**src/hw/rtl/sjrq_pkg.sv**
```systemverilog
`timescale 1ns / 1ps
// ----------------------------------------------------------------------------
// sjrq_pkg: shared definitions for the shortest-job ready queue
// Field widths, default sizes and result status codes.
// ----------------------------------------------------------------------------
package sjrq_pkg;

    localparam int JOB_W      = 8;    // job identifier
    localparam int BURST_W    = 16;   // burst field on the request and response
    localparam int STATUS_W   = 2;

    localparam int DEPTH_DEF      = 16;
    localparam int BURST_BITS_DEF = 16;

    localparam logic [STATUS_W-1:0] ST_INSERTED  = 2'd0;
    localparam logic [STATUS_W-1:0] ST_EXTRACTED = 2'd1;
    localparam logic [STATUS_W-1:0] ST_FULL      = 2'd2;
    localparam logic [STATUS_W-1:0] ST_EMPTY     = 2'd3;

    localparam logic CMD_INSERT  = 1'b0;
    localparam logic CMD_EXTRACT = 1'b1;

endpackage

```
**src/hw/rtl/sjrq_if.sv**
```systemverilog
`timescale 1ns / 1ps
// ----------------------------------------------------------------------------
// sjrq_if: request and response channels of the shortest-job ready queue
// Valid/ready handshake; a request moves on a clock edge with both high.
// ----------------------------------------------------------------------------
interface sjrq_req_if
    import sjrq_pkg::*;
();
    logic               valid;
    logic               ready;
    logic               cmd;
    logic [JOB_W-1:0]   job_id;
    logic [BURST_W-1:0] burst;

    modport source (output valid, cmd, job_id, burst, input ready);
    modport sink   (input valid, cmd, job_id, burst, output ready);
endinterface

interface sjrq_rsp_if
    import sjrq_pkg::*;
#(
    parameter int DEPTH = DEPTH_DEF
) ();
    localparam int OCC_W = $clog2(DEPTH + 1);

    logic                valid;
    logic                ready;
    logic [STATUS_W-1:0] status;
    logic [JOB_W-1:0]    out_job_id;
    logic [BURST_W-1:0]  out_burst;
    logic [OCC_W-1:0]    occupancy;

    modport source (output valid, status, out_job_id, out_burst, occupancy, input ready);
    modport sink   (input valid, status, out_job_id, out_burst, occupancy, output ready);
endinterface

```
**src/hw/rtl/shortest_job_ready_queue_top.sv**
```systemverilog
`timescale 1ns / 1ps
// An insert or a refused request goes from accept to S_FIN, which loads the response register.
// Extract: S_SCAN reads every held slot, S_SHIFT closes up behind the winner, then S_FIN.
// The winner search reads one slot per cycle through the single registered read port, and the gap
// is closed through the same read port and the write port, one slot per cycle.
// One request at a time; the next is taken while the previous response awaits its sink.
// Reset (synchronous, active low) clears control state and job count; slots are not cleared.
// ----------------------------------------------------------------------------
// shortest_job_ready_queue_top: shortest-job-first ready queue
// Bounded table in arrival order; extract removes the smallest burst,
// the oldest job winning a tie, and closes up the gap.
// ----------------------------------------------------------------------------
module shortest_job_ready_queue_top
    import sjrq_pkg::*;
#(
    parameter int DEPTH      = DEPTH_DEF,
    parameter int BURST_BITS = BURST_BITS_DEF
) (
    input  logic         i_clk,
    input  logic         i_rst_n,
    sjrq_req_if.sink     i_req,
    sjrq_rsp_if.source   o_rsp
);

    localparam int ADDR_W = (DEPTH > 1) ? $clog2(DEPTH) : 1;
    localparam int CNT_W  = $clog2(DEPTH + 1);
    localparam int WORD_W = JOB_W + BURST_BITS;

    // sequencer codes
    localparam logic [1:0] S_IDLE  = 2'd0;
    localparam logic [1:0] S_SCAN  = 2'd1;   // min search, one slot a cycle
    localparam logic [1:0] S_SHIFT = 2'd2;   // close up the gap behind the winner
    localparam logic [1:0] S_FIN   = 2'd3;   // hand result to the response register

    // slot memory: {job, burst}, one write and one registered read a cycle
    logic [WORD_W-1:0] r_mem [DEPTH];
    logic [WORD_W-1:0] r_rd_data;

    logic [1:0]          r_state, n_state;
    logic [CNT_W-1:0]    r_count, n_count;
    logic [ADDR_W-1:0]   r_idx, n_idx;
    logic [ADDR_W-1:0]   r_best_idx, n_best_idx;
    logic [JOB_W-1:0]    r_best_job, n_best_job;
    logic [BURST_BITS-1:0] r_best_burst, n_best_burst;

    // staged result
    logic [STATUS_W-1:0] r_res_status, n_res_status;
    logic [JOB_W-1:0]    r_res_job, n_res_job;
    logic [BURST_W-1:0]  r_res_burst, n_res_burst;

    // response register
    logic                r_out_valid, n_out_valid;
    logic [STATUS_W-1:0] r_out_status, n_out_status;
    logic [JOB_W-1:0]    r_out_job, n_out_job;
    logic [BURST_W-1:0]  r_out_burst, n_out_burst;
    logic [CNT_W-1:0]    r_out_occ, n_out_occ;

    logic                  w_accept;
    logic [ADDR_W-1:0]     w_rd_addr;
    logic                  w_wr_en;
    logic [ADDR_W-1:0]     w_wr_addr;
    logic [WORD_W-1:0]     w_wr_data;
    logic [JOB_W-1:0]      w_rd_job;
    logic [BURST_BITS-1:0] w_rd_burst;
    logic                  w_take;
    logic [ADDR_W-1:0]     w_cand_idx;
    logic [JOB_W-1:0]      w_cand_job;
    logic [BURST_BITS-1:0] w_cand_burst;
    logic                  w_last_scan;
    logic                  w_last_shift;

    assign i_req.ready = (r_state == S_IDLE);
    assign w_accept    = i_req.valid && i_req.ready;

    assign o_rsp.valid      = r_out_valid;
    assign o_rsp.status     = r_out_status;
    assign o_rsp.out_job_id = r_out_job;
    assign o_rsp.out_burst  = r_out_burst;
    assign o_rsp.occupancy  = r_out_occ;

    // the shared compare: slot arriving from memory against the best so far;
    // strict less-than keeps the oldest job on a tie
    assign w_rd_job     = r_rd_data[WORD_W-1:BURST_BITS];
    assign w_rd_burst   = r_rd_data[BURST_BITS-1:0];
    assign w_take       = (r_idx == '0) || (w_rd_burst < r_best_burst);
    assign w_cand_idx   = w_take ? r_idx      : r_best_idx;
    assign w_cand_job   = w_take ? w_rd_job   : r_best_job;
    assign w_cand_burst = w_take ? w_rd_burst : r_best_burst;

    assign w_last_scan  = (CNT_W'(r_idx) == r_count - CNT_W'(1));
    assign w_last_shift = (CNT_W'(r_idx) == r_count - CNT_W'(2));

    always_comb begin
        n_state      = r_state;
        n_count      = r_count;
        n_idx        = r_idx;
        n_best_idx   = r_best_idx;
        n_best_job   = r_best_job;
        n_best_burst = r_best_burst;
        n_res_status = r_res_status;
        n_res_job    = r_res_job;
        n_res_burst  = r_res_burst;
        n_out_valid  = r_out_valid && !o_rsp.ready;
        n_out_status = r_out_status;
        n_out_job    = r_out_job;
        n_out_burst  = r_out_burst;
        n_out_occ    = r_out_occ;
        w_rd_addr    = r_idx + ADDR_W'(1);
        w_wr_en      = 1'b0;
        w_wr_addr    = r_idx;
        w_wr_data    = r_rd_data;

        unique case (r_state)
            S_IDLE: begin
                if (w_accept) begin
                    n_res_job   = '0;
                    n_res_burst = '0;
                    n_state     = S_FIN;
                    if (i_req.cmd == CMD_INSERT) begin
                        if (r_count == CNT_W'(DEPTH)) begin
                            n_res_status = ST_FULL;
                        end else begin
                            w_wr_en      = 1'b1;
                            w_wr_addr    = r_count[ADDR_W-1:0];
                            w_wr_data    = {i_req.job_id, BURST_BITS'(i_req.burst)};
                            n_count      = r_count + CNT_W'(1);
                            n_res_status = ST_INSERTED;
                        end
                    end else if (r_count == '0) begin
                        n_res_status = ST_EMPTY;
                    end else begin
                        w_rd_addr = '0;
                        n_idx     = '0;
                        n_state   = S_SCAN;
                    end
                end
            end
            S_SCAN: begin
                n_best_idx   = w_cand_idx;
                n_best_job   = w_cand_job;
                n_best_burst = w_cand_burst;
                if (w_last_scan) begin
                    n_res_status = ST_EXTRACTED;
                    n_res_job    = w_cand_job;
                    n_res_burst  = BURST_W'(w_cand_burst);
                    if (w_cand_idx == r_idx) begin
                        // winner is the newest slot: nothing to close up
                        n_count = r_count - CNT_W'(1);
                        n_state = S_FIN;
                    end else begin
                        n_idx     = w_cand_idx;
                        w_rd_addr = w_cand_idx + ADDR_W'(1);
                        n_state   = S_SHIFT;
                    end
                end else begin
                    n_idx = r_idx + ADDR_W'(1);
                end
            end
            S_SHIFT: begin
                // slot idx+1 is in the read register; move it down one place
                w_wr_en   = 1'b1;
                w_wr_addr = r_idx;
                w_wr_data = r_rd_data;
                w_rd_addr = r_idx + ADDR_W'(2);
                n_idx     = r_idx + ADDR_W'(1);
                if (w_last_shift) begin
                    n_count = r_count - CNT_W'(1);
                    n_state = S_FIN;
                end
            end
            S_FIN: begin
                if (!r_out_valid || o_rsp.ready) begin
                    n_out_valid  = 1'b1;
                    n_out_status = r_res_status;
                    n_out_job    = r_res_job;
                    n_out_burst  = r_res_burst;
                    n_out_occ    = r_count;
                    n_state      = S_IDLE;
                end
            end
            default: begin
                n_state = S_IDLE;
            end
        endcase
    end

    always_ff @(posedge i_clk) begin
        if (w_wr_en) begin
            r_mem[w_wr_addr] <= w_wr_data;
        end
        r_rd_data <= r_mem[w_rd_addr];
    end

    always_ff @(posedge i_clk) begin
        if (!i_rst_n) begin
            r_state     <= S_IDLE;
            r_count     <= '0;
            r_out_valid <= 1'b0;
        end else begin
            r_state     <= n_state;
            r_count     <= n_count;
            r_out_valid <= n_out_valid;
        end
    end

    always_ff @(posedge i_clk) begin
        r_idx        <= n_idx;
        r_best_idx   <= n_best_idx;
        r_best_job   <= n_best_job;
        r_best_burst <= n_best_burst;
        r_res_status <= n_res_status;
        r_res_job    <= n_res_job;
        r_res_burst  <= n_res_burst;
        r_out_status <= n_out_status;
        r_out_job    <= n_out_job;
        r_out_burst  <= n_out_burst;
        r_out_occ    <= n_out_occ;
    end

    // ------------------------------------------------------------------------
    // assertions
    // ------------------------------------------------------------------------
    a_count_bound: assert property (@(posedge i_clk) disable iff (!i_rst_n)
        r_count <= CNT_W'(DEPTH))
        else $error("job count beyond table depth");

    a_insert_count: assert property (@(posedge i_clk) disable iff (!i_rst_n)
        (w_accept && i_req.cmd == CMD_INSERT && r_count != CNT_W'(DEPTH))
        |=> (r_count == $past(r_count) + CNT_W'(1)))
        else $error("insert did not grow the table");

    a_best_behind_scan: assert property (@(posedge i_clk) disable iff (!i_rst_n)
        (r_state == S_SCAN && r_idx != '0) |-> (r_best_idx < r_idx))
        else $error("best slot ahead of scan position");

    a_shift_shrinks: assert property (@(posedge i_clk) disable iff (!i_rst_n)
        (r_state == S_SHIFT && n_state == S_FIN)
        |=> (r_count == $past(r_count) - CNT_W'(1)))
        else $error("extract did not shrink the table");

    a_fin_not_ready: assert property (@(posedge i_clk) disable iff (!i_rst_n)
        (r_state == S_FIN && r_out_valid && !o_rsp.ready) |=> (r_state == S_FIN))
        else $error("result left while response register blocked");

endmodule

```
**src/flat_wrapper.sv**
```systemverilog
// flat-port wrapper written by rule: the top's interface ports become plain ports
module shortest_job_ready_queue_top_flat import sjrq_pkg::*;
#(
    parameter int DEPTH      = DEPTH_DEF,
    parameter int BURST_BITS = BURST_BITS_DEF
)
  (i_clk, i_rst_n, i_req_valid, i_req_cmd, i_req_job_id, i_req_burst, i_req_ready, o_rsp_valid, o_rsp_status, o_rsp_out_job_id, o_rsp_out_burst, o_rsp_occupancy, o_rsp_ready);
  sjrq_req_if i_req_i ();
  sjrq_rsp_if #(.DEPTH(DEPTH)) o_rsp_i ();
  input  logic i_clk;
  input  logic i_rst_n;
  input wire logic [$bits(i_req_i.valid)-1:0] i_req_valid;
  input wire logic [$bits(i_req_i.cmd)-1:0] i_req_cmd;
  input wire logic [$bits(i_req_i.job_id)-1:0] i_req_job_id;
  input wire logic [$bits(i_req_i.burst)-1:0] i_req_burst;
  output wire logic [$bits(i_req_i.ready)-1:0] i_req_ready;
  output wire logic [$bits(o_rsp_i.valid)-1:0] o_rsp_valid;
  output wire logic [$bits(o_rsp_i.status)-1:0] o_rsp_status;
  output wire logic [$bits(o_rsp_i.out_job_id)-1:0] o_rsp_out_job_id;
  output wire logic [$bits(o_rsp_i.out_burst)-1:0] o_rsp_out_burst;
  output wire logic [$bits(o_rsp_i.occupancy)-1:0] o_rsp_occupancy;
  input wire logic [$bits(o_rsp_i.ready)-1:0] o_rsp_ready;
  assign i_req_i.valid = i_req_valid;
  assign i_req_i.cmd = i_req_cmd;
  assign i_req_i.job_id = i_req_job_id;
  assign i_req_i.burst = i_req_burst;
  assign i_req_ready = i_req_i.ready;
  assign o_rsp_valid = o_rsp_i.valid;
  assign o_rsp_status = o_rsp_i.status;
  assign o_rsp_out_job_id = o_rsp_i.out_job_id;
  assign o_rsp_out_burst = o_rsp_i.out_burst;
  assign o_rsp_occupancy = o_rsp_i.occupancy;
  assign o_rsp_i.ready = o_rsp_ready;
  shortest_job_ready_queue_top #(.DEPTH(DEPTH), .BURST_BITS(BURST_BITS)) u_core (.i_clk(i_clk), .i_rst_n(i_rst_n), .i_req(i_req_i), .o_rsp(o_rsp_i));
endmodule
```
**config.mk**
```make
export PLATFORM = sky130hd
export DESIGN_NAME = shortest_job_ready_queue_top_flat
export DESIGN_NICKNAME = d
export VERILOG_FILES = /design/src/hw/rtl/sjrq_pkg.sv /design/src/hw/rtl/sjrq_if.sv /design/src/hw/rtl/shortest_job_ready_queue_top.sv /design/src/flat_wrapper.sv
export SDC_FILE = /design/constraint.sdc
export NUM_CORES = 1
export LEC_CHECK = 0
export BUFFER_PORTS_ARGS = -buffer_cell sky130_fd_sc_hd__buf_2
export CAP_MARGIN = 20
export CORE_UTILIZATION = 45
export DETAILED_ROUTE_END_ITERATION = 8
export GPL_TIMING_DRIVEN = 0
export PLACE_DENSITY = 0.71
export SLEW_MARGIN = 20
export SYNTH_ARGS = -nofsm -noshare
export SYNTH_HDL_FRONTEND = slang
export SYNTH_SLANG_ARGS = --single-unit
```
**constraint.sdc**
```tcl
create_clock -name i_clk -period 4.4 [get_ports i_clk]
set_clock_uncertainty 0.15 [all_clocks]
set_input_delay 0.44 -clock i_clk [delete_from_list [all_inputs] [get_ports i_clk]]
set_output_delay 0.44 -clock i_clk [all_outputs]
set_load 0.03 [all_outputs]
```
Word-level counts from Yosys, hierarchy flattened
Memories as Yosys holds them, arrays and structs flattened. A register that Yosys moved wholly into a read port is not among the register bits.
Index checks and enable logic that the tools add are counted.
Cells by class
  $add $sub $neg: 6
  muxes and demuxes: 58
  magnitude comparators: 1
  eq/ne operators: 18
  reductions and logical operators: 17
Operator list (count)
  $mux W24: 4
  $mux W4: 15
  $mux W16: 3
  $pmux W16 S2: 1
  $mux W5: 6
  $mux W8: 3
  $pmux W4 S3: 2
  $mux W2: 11
  $lt A16 B16 Y1: 1
  $pmux W8 S2: 1
  $pmux W5 S3: 1
  $eq A4 B5 Y1: 2
  $ne A2 B2 Y1 const B: 5
  $add A4 B1 Y4 const B: 2
  $mux W1: 8
  $ne A2 B1 Y1 const B: 4
  $pmux W2 S4: 1
  $reduce_and A4 Y1: 2
  $reduce_and A7 Y1: 1
  $ne A3 B3 Y1 const B: 2
  $add A5 B1 Y5 const B: 1
  $eq A5 B5 Y1 const B: 1
  $logic_not A5 Y1: 1
  $reduce_and A5 Y1: 1
  other kinds (17): 21
Word-level totals
  memory bits (writable): 384
  register bits after elaboration: 97
  input bits: 29
  memories: 1
Memory list
  u_core.r_mem: words 16, bits a word 24, read ports 1, clocked after memory_dff 1, wr ports 1, RTL line shortest_job_ready_queue_top.sv:36  | logic [WORD_W-1:0] r_mem [DEPTH];

Logic depth before layout (Yosys ltp)
Gate-level depths: netlist of the first run.
  depth after elaboration: 7
  depth in mapped cells: 15
  gate-level depth less buffers: 13

Worst setup path after synthesis of the first run
Ideal clock, no wire load.
  path kind: register to register
  start point: reg u_core.r_best_burst[15]
  end point: reg u_core.r_rd_data[13], read port of u_core.r_mem
  library setup time: 0.064 ns
  clock period less this slack: 3.716 ns
  stages on the path, launching flop included: 16
  path buffers: 2
  setup slack: 0.684 ns
  arrival: 3.502 ns
  path through: edfxtp_1 > inv_1 > ha_1 > nand4_1 > or4_1 > o32a_4 > a21oi_1 > mux2_2 > ha_1 > xor2_1 > a31oi_1 > o21a_1 > buf_2 > buf_2 > nand4_1 > nand4_1
Between the ends
  longest elaborated chain between the ends: 7
Ends and longest elaborated chain
  from (decl): RTL line shortest_job_ready_queue_top.sv:44  | logic [BURST_BITS-1:0] r_best_burst, n_best_burst;
  from (signal assigned): RTL line shortest_job_ready_queue_top.sv:210  | r_best_burst <= n_best_burst;
  $lt A16 B16 Y1 (*): RTL line shortest_job_ready_queue_top.sv:85  | assign w_take = (r_idx == '0) || (w_rd_burst < r_best_burst);
  $logic_or A1 B1 Y1 (*): RTL line shortest_job_ready_queue_top.sv:85
  $mux W4 (*): RTL line shortest_job_ready_queue_top.sv:86  | assign w_cand_idx = w_take ? r_idx : r_best_idx;
  named net u_core.w_cand_idx[0]: RTL line shortest_job_ready_queue_top.sv:66  | logic [ADDR_W-1:0] w_cand_idx;
  $add A4 B1 Y4 or $eq A4 B4 Y1 (tied branches): RTL line shortest_job_ready_queue_top.sv:152, shortest_job_ready_queue_top.sv:146
  $mux W4 (*): RTL line shortest_job_ready_queue_top.sv:146  | if (w_cand_idx == r_idx) begin
  $mux W4 (*): RTL line shortest_job_ready_queue_top.sv:142  | if (w_last_scan) begin
  $pmux W4 S3 (*): RTL line shortest_job_ready_queue_top.sv:113  | unique case (r_state)
  to (decl): RTL line shortest_job_ready_queue_top.sv:37  | logic [WORD_W-1:0] r_rd_data;
Mark *: on every way through the listed nets, which the timed path passes. The rest lies on a longest branch.
A chain may end at the register's enable or synchronous reset.

Worst setup path after layout of the first run
  start point: reg u_core.r_best_burst[15]
  end point: reg u_core.r_rd_data[2], read port of u_core.r_mem
The elaborated chain is that of the path after synthesis.

==> results.py, run 1 <==
metrics = {
    "outcome": {
        "status": "finished, final reports clean",
    },
    "cells_and_area": {
        "antennaDiodeCount": 0,
        "seqCellArea_um2": 14800,
        "num-fill-cells": 3900,
        "layout.cells.non_filler": 2496,
        "fin_nets": 1900,
        "final_util": 0.526,
        "multi_input_area_um2": 5730,
        "area_growth_pct": 15.1,
        "drive_above_1_share": 0.164,
    },
    "floorplan": {
        "ios": 62,
        "design.die.area_um2": 49400,
        "die_y_um": 222,
        "rows": 80,
        "fp.dieW_um": 222,
        "core_um2": 47700,
        "start_util": 0.457,
    },
    "worst_hold_path": {
        "hp-class": "input port to flip-flop",
        "min_path_cells": 2,
    },
    "worst_setup_path": {
        "required_ns": 4.74,
        "cp_top_family": "simple AND/OR/NAND/NOR gates",
        "cp.arrival_ns": 4.65,
        "cp_slowest_cell": "or4_1",
        "startpoint_type": "flip-flop",
        "crit_buf_inv": 3,
        "cp_max_fo": 10,
        "cp-end-kind": "flip-flop",
        "r2r_cells": 14,
        "slowest_delay_ns": 0.57,
        "crit_cells": 14,
        "path_class": "flip-flop to flip-flop",
        "path_cells": "inv_1 -> ha_1 -> nand4_1 -> or4_1 -> o32a_4 -> a21oi_2 -> mux2_2 -> ha_1 -> a31oi_1 -> o21a_1 -> clkbuf_4 -> buf_2 -> nand4_1 -> nand4_1",
        "cp_common_cell": "nand4_1",
    },
    "clock_network": {
        "cts_root_buf": "clkbuf_16",
        "cts_max_level": 2,
        "tritoncts": "done",
        "clkTransAtPathRegs_ns": 0.06,
        "clock-sinks": 505,
        "numCtsBuffers": 49,
        "clockBufferDepth": 3,
        "clk_latency_ns": 0.60,
    },
    "global_routing": {
        "grt_max_degree": 30,
        "grt_antenna_before_repair": 0,
        "grt_pass1_vias": 14800,
        "grt_overflow": 0,
        "grt_usage": 0.227,
        "grt_pass1_wl_mm": 85.0,
    },
    "routing": {
        "wirelength_mm": 56.6,
        "wl_met2_mm": 27.9,
        "dr_wl_met3_mm": 5.26,
        "first_iter_violations": 1614,
        "met1Wirelength_mm": 21.5,
        "top_layer_used": "met4",
        "vias_per_cell": 5.95,
        "route.detailed.drc": 0,
        "ant_nets": 0,
        "via_count": 14900,
        "drt-pass1-iter-count": 6,
        "wl_per_cell_um": 22.7,
    },
    "sta": {
        "setup-violations-final": 0,
        "holdWs_ns": 0.0464,
        "worst_pin_slew_ns": 1.15,
        "finalCritPeriodShare": 0.978,
        "period_needed_ns": 4.30,
        "relSlewSlack": 0.230,
        "hold_violations": 0,
        "maxClockFrequency_ghz": 0.232,
        "final-max-slew-violation-count": 0,
    },
    "pwr": {
        "power_mw": 20.9,
        "powerDensity_nw_per_um2": 831,
        "peakVddDrop_mv": 0.376,
        "cellLeakagePower_nw": 9.20,
    },
    "place": {
        "place_congestion": 0.908,
        "portBuffers": 61,
        "dp_hpwl_mm": 39.6,
        "dp.cells": 2395,
    },
    "synth": {
        "syn_area_um2": 21800,
        "ys.flop_type": "edfxtp_1",
        "async_flop_share": 0,
        "synth_cell_types": 57,
        "synth_nets": 1763,
        "yosys_warnings": 0,
        "syn_area_per_cell_um2": 12.8,
        "postSynthCellCount": 1705,
        "synth_edf_count": 473,
        "synth-seq-area-share": 0.680,
        "ys_seq_elements": 505,
    },
    "run": {
        "maxCapViolCount": 0,
    },
}
[where the power goes]
part	internal, mW	switching, mW	total (mW)
combinational	2.93	6.62	9.54
clock	2.30	1.79	4.09
sequential	6.87	0.357	7.23
[cell type report]
cell class / instances / share of cell area
Buffer: 125 / 0.0274
Clock buffer: 64 / 0.0526
Clock inverter: 26 / 0.00926
Inverter: 221 / 0.0330
Multi-Input combinational cell: 857 / 0.228
Sequential cell: 505 / 0.591
Tap cell: 615 / 0.0306
Timing Repair Buffer: 83 / 0.0282
[cell families after synthesis]
| group | share of synthesized area |
|---|---|
| compound gates | 0.104 |
| xor+xnor | 0.00642 |
| fa+ha+maj | 0.0166 |
| buf+inv | 0.0677 |
| flops | 0.680 |
| mux | 0.0170 |
| simple gates | 0.108 |
[cell usage after synthesis, drive strengths merged (3+ instances only)]
| cell type | count | share of area |
|---|---|---|
| clkbuf | 55 | 0.0095 |
| o21ai | 11 | 0.0025 |
| nor2 | 35 | 0.0060 |
| a31oi | 10 | 0.0029 |
| nand3 | 6 | 0.0014 |
| edfxtp | 473 | 0.65 |
| nand2b | 4 | 0.0011 |
| a21boi | 5 | 0.0017 |
| and2 | 27 | 0.0077 |
| xnor2 | 9 | 0.0036 |
| nor3 | 5 | 0.0011 |
| nand4 | 123 | 0.035 |
| buf | 70 | 0.020 |
| nand2 | 283 | 0.049 |
| a211oi | 5 | 0.0025 |
| o2111ai | 3 | 0.0012 |
| dfxtp | 32 | 0.029 |
| a21o | 3 | 0.0010 |
| nor2b | 7 | 0.0020 |
| inv | 221 | 0.038 |
| o31ai | 3 | 0.0010 |
| xor2 | 7 | 0.0028 |
| and3 | 3 | 0.00086 |
| o221ai | 191 | 0.077 |
| ha | 29 | 0.017 |
| mux2i | 3 | 0.0014 |
| o21a | 8 | 0.0028 |
| mux2 | 28 | 0.015 |
| a2111oi | 3 | 0.0021 |
| a21oi | 20 | 0.0046 |
[per-layer routing]
| layer | vias to the layer above | GRT usage |
|---|---|---|
| met3 | 145 | 0.0406 |
| met4 | 0 | 0.0883 |
| li1 | 6626 | - |
| met5 | - | 0 |
| met1 | 7347 | 0.289 |
| met2 | 742 | 0.385 |
[timing repair]
action / 4_1_cts / 5_1_grt
pin swaps: 1 / 8
cloned: 0 / 3
setup buffers: 1 / 6
setup endpoints to repair: 24 / 225
hold buffers: 1 / 0
gates resized for setup: 11 / 33
endpoints found under the hold margin: 3 / 0
[final timing paths]
| path | from | end | slack (ns) |
|---|---|---|---|
| setup / recovery | u_core.r_best_burst[15]$_DFFE_PP_ | u_core.r_rd_data[2]$_DFF_P_ | 0.1 |
| hold / removal | i_req_cmd | u_core.r_res_status[0]$_SDFFCE_PP1P_ | 0.05 |
| setup reg to reg | u_core.r_best_burst[15]$_DFFE_PP_ | u_core.r_rd_data[2]$_DFF_P_ | 0.1 |
| hold reg to reg | u_core.r_res_burst[8]$_SDFFCE_PN0P_ | u_core.o_rsp.out_burst[8]$_DFFE_PP_ | 0.26 |
[registers in the layout (all words and copies together), names as in the netlist]
register	flops
u_core.r_idx	4
u_core.r_res_burst	16
u_core.o_rsp.out_job_id	8
u_core.r_count	5
u_core.r_res_status	2
u_core.o_rsp.occupancy	5
u_core.r_best_burst	16
u_core.r_res_job	8
u_core.r_best_job	8
u_core.r_mem	384
u_core.o_rsp.status	2
u_core.o_rsp.out_burst	16
u_core.r_state	2
u_core.o_rsp.valid	1
u_core.r_rd_data	24
u_core.r_best_idx	4
[placed cells by master (no fill, tap or decap), drive strengths merged, types with 6 or more instances in the layout]
cell	instances
nand4	123
a21oi	20
dfxtp	32
and2	27
mux2	28
o21ai	11
o21a	8
o221ai	191
nand3	6
nand2	283
nor2b	7
buf	148
edfxtp	473
xor2	7
inv	223
clkbuf	123
a31oi	10
xnor2	9
clkinv	18
ha	29
nor2	38
[per-stage QoR]
| step | TNS (ns) | cell area [um2] | setup slack, ns |
|---|---|---|---|
| floorplan | 0 | 21800 | 0.684 |
| global placement | -272.61 | 22900 | -0.827 |
| detailed placement | -7.29 | 23400 | -0.421 |
| CTS | 0 | 25000 | 0.0120 |
| global route | -0.00112 | 25100 | -0.00112 |
| finish | 0 | 25100 | 0.0987 |
Power figures use the tool's default switching activity.
==> inputs of run 2 (changes only) <==
--- a/config.mk
+++ b/config.mk
@@ -5,6 +5,7 @@
 export SDC_FILE = /design/constraint.sdc
 export NUM_CORES = 1
 export LEC_CHECK = 0
+export ABC_AREA = 1
 export BUFFER_PORTS_ARGS = -buffer_cell sky130_fd_sc_hd__buf_2
 export CAP_MARGIN = 20
 export CORE_UTILIZATION = 45
==> run 2 against run 1 <==
Net effect: highest routed layer unchanged; register-to-register slack improved by 0.11 ns; count of clock-buffer cells in the layout rose by 3; critical path type unchanged; flip-flop and latch count did not move; largest cell class unchanged; via count rose by 7.4%; synthesized cell count rose by 26%; area after synthesis rose by 2.5%.
==> results.py, run 2 <==
metrics = {
    "routing": {
        "first_iter_violations": 2160,
        "via_count": 16000,
        "route.detailed.drc": 0,
        "wirelength_mm": 64.1,
        "drt-pass1-iter-count": 7,
        "vias_per_cell": 5.35,
        "ant_nets": 0,
        "wl_per_cell_um": 21.5,
    },
    "sta": {
        "finalWorstSetupSlack_ns": 0.208,
        "final-max-slew-violation-count": 0,
        "relSlewSlack": 0.385,
        "hold_violations": 0,
        "setup-violations-final": 0,
        "finalCritPeriodShare": 0.953,
        "worst_pin_slew_ns": 0.923,
        "grt_setup_unrepaired": "no",
        "period_needed_ns": 4.19,
        "maxClockFrequency_ghz": 0.239,
    },
    "synth": {
        "synth_edf_count": 473,
        "syn_area_um2": 22400,
        "ys.flop_type": "edfxtp_1",
        "synth_nets": 2198,
        "async_flop_share": 0,
        "synth_commonest_cells": "nand2_1 (588), edfxtp_1 (473), nand3_1 (308)",
        "synth-seq-area-share": 0.664,
        "postSynthCellCount": 2140,
        "synth_cell_types": 37,
        "syn_area_per_cell_um2": 10.4,
        "synth_area_leaders": "edfxtp_1 (64%), nand2_1 (9.9%), nand3_1 (6.9%)",
        "synth_top_area_frac": 0.635,
        "ys_seq_elements": 505,
        "yosysMostFrequentCell": "nand2_1",
        "yosys_warnings": 0,
        "synth_top_area_cell": "edfxtp_1",
    },
    "worst_setup_path": {
        "crit_buf_inv": 6,
        "cp-end-kind": "flip-flop",
        "cp.arrival_ns": 4.52,
        "slowest_delay_ns": 0.40,
        "cp_common_cell": "nand2_1",
        "cp_slowest_cell": "edfxtp_1",
        "path_class": "flip-flop to flip-flop",
        "cp_top_family": "simple AND/OR/NAND/NOR gates",
        "startpoint_type": "flip-flop",
        "required_ns": 4.73,
        "cp_max_fo": 10,
    },
    "cells_and_area": {
        "fin_area_um2": 25900,
        "largest_registers": "u_core.r_mem: 384 flops, u_core.r_rd_data: 24 flops",
        "largest_reg_flops": 384,
        "top_register": "u_core.r_mem",
        "multi_input_area_um2": 6090,
        "drive_above_1_share": 0.136,
        "seqCellArea_um2": 14800,
        "final_common_cell": "nand2_1",
        "final_util": 0.530,
        "area_growth_pct": 15.9,
        "final_cell_mix": "nand2_1 (588), edfxtp_1 (473), nand3_1 (308)",
        "fin_nets": 2332,
        "num-fill-cells": 4175,
    },
    "clock_network": {
        "tritoncts": "done",
        "cts_root_buf": "clkbuf_16",
        "clkTransAtPathRegs_ns": 0.06,
        "post_cts_buffers": 0,
        "clock-sinks": 505,
        "clockBufferDepth": 3,
        "cts_max_level": 2,
        "clk_latency_ns": 0.60,
        "numCtsBuffers": 52,
    },
    "floorplan": {
        "die_y_um": 225,
        "core_um2": 49000,
        "rows": 81,
        "start_util": 0.457,
        "design.die.area_um2": 50600,
        "fp.dieW_um": 225,
        "ios": 62,
    },
    "global_routing": {
        "grt_antenna_before_repair": 0,
        "grt_pass1_vias": 15300,
        "grt_usage": 0.259,
        "grt_pass1_wl_mm": 95.5,
        "grt_max_degree": 28,
        "grt_overflow": 0,
    },
    "run": {
        "maxCapViolCount": 0,
    },
    "place": {
        "place_congestion": 0.966,
        "dp_slack_ns": 0.106,
        "dp_hpwl_mm": 46.0,
        "post_dp_cell_area_um2": 24100,
        "portBuffers": 61,
    },
    "outcome": {
        "status": "finished, final reports clean",
    },
    "worst_hold_path": {
        "hp-class": "input port to flip-flop",
    },
}
## run 2: cell count changes after synthesis, moves of 23 or more
cell      delta
and2_1      -27
inv_1       +53
nand2_1    +305
nand3_1    +302
nand4_1    -115
o21ai_0    +113
o21ai_1     +23
o221ai_1   -190
## run 2: cells by family after synthesis
| family | share of synthesized area |
|---|---|
| XOR/XNOR | 0.00509 |
| buffers and inverters | 0.0705 |
| AO/OA/AOI/OAI | 0.0433 |
| multiplexers | 0.0111 |
| flip-flops | 0.664 |
| adder cells (fa/ha/maj) | 0.0162 |
| AND/OR/NAND/NOR | 0.190 |
## run 2: final timing paths
path	start	end	slack, ns	depth (start not counted)
worst max register to register	u_core.r_best_burst[15]$_DFFE_PP_	u_core.r_rd_data[7]$_DFF_P_	0.21	25
worst min-delay path	o_rsp_ready	u_core.o_rsp.valid$_SDFF_PN0_	0.06	4
worst max-delay path	u_core.r_best_burst[15]$_DFFE_PP_	u_core.r_rd_data[7]$_DFF_P_	0.21	25
worst min register to register	u_core.r_res_job[4]$_SDFFCE_PN0P_	u_core.o_rsp.out_job_id[4]$_DFFE_PP_	0.27	0
## run 2: tightest hold or removal path, delay by kind of cell
family	cells	cell delay [ns]
buffers and inverters	2	0.13
and+or+nand+nor	1	0.10
AOI/OAI and AO/OA	1	0.08
## run 2: per-stage QoR
stage / std cells / TNS (ns) / hold slack, ns
6_report: 2983 / 0 / 0.0622
5_1_grt: 2982 / 0 / 0.0879
4_1_cts: 2983 / 0 / 0.0501
3_5_place_dp: 2883 / 0 / 0.255
3_3_place_gp: 2865 / -130.95 / 0.251
2_1_floorplan: 2140 / 0 / 0.250
## run 2: cell type report
type,instances,share of cell area
repair buffers,81,0.0300
clock inverters,31,0.0132
well taps,664,0.0320
diodes,1,0.0000965
flip-flops and latches,505,0.573
multi-input cells,1246,0.235
plain buffers,108,0.0204
clock buffers,67,0.0560
inverters,280,0.0405
## run 2: routing by layer
metal  global-route usage  vias to the layer above  wire length (um)
met5                    0                        -                 0
met4                0.101                        0              2630
met3               0.0477                      144              6670
met2                0.411                      893             28900
li1                     -                     7434                 -
met1                0.353                     7484             25900
## run 2: repair_timing
| action | in CTS | in global routing |
|---|---|---|
| hold endpoints to repair | 8 | 0 |
| hold buffers | 2 | 0 |
| resized for setup | 0 | 12 |
| endpoints found under the setup margin | 0 | 21 |
Power of run 2 is not shown: default switching activity piles up to over one toggle a cycle in this logic, so the estimate is an artifact.
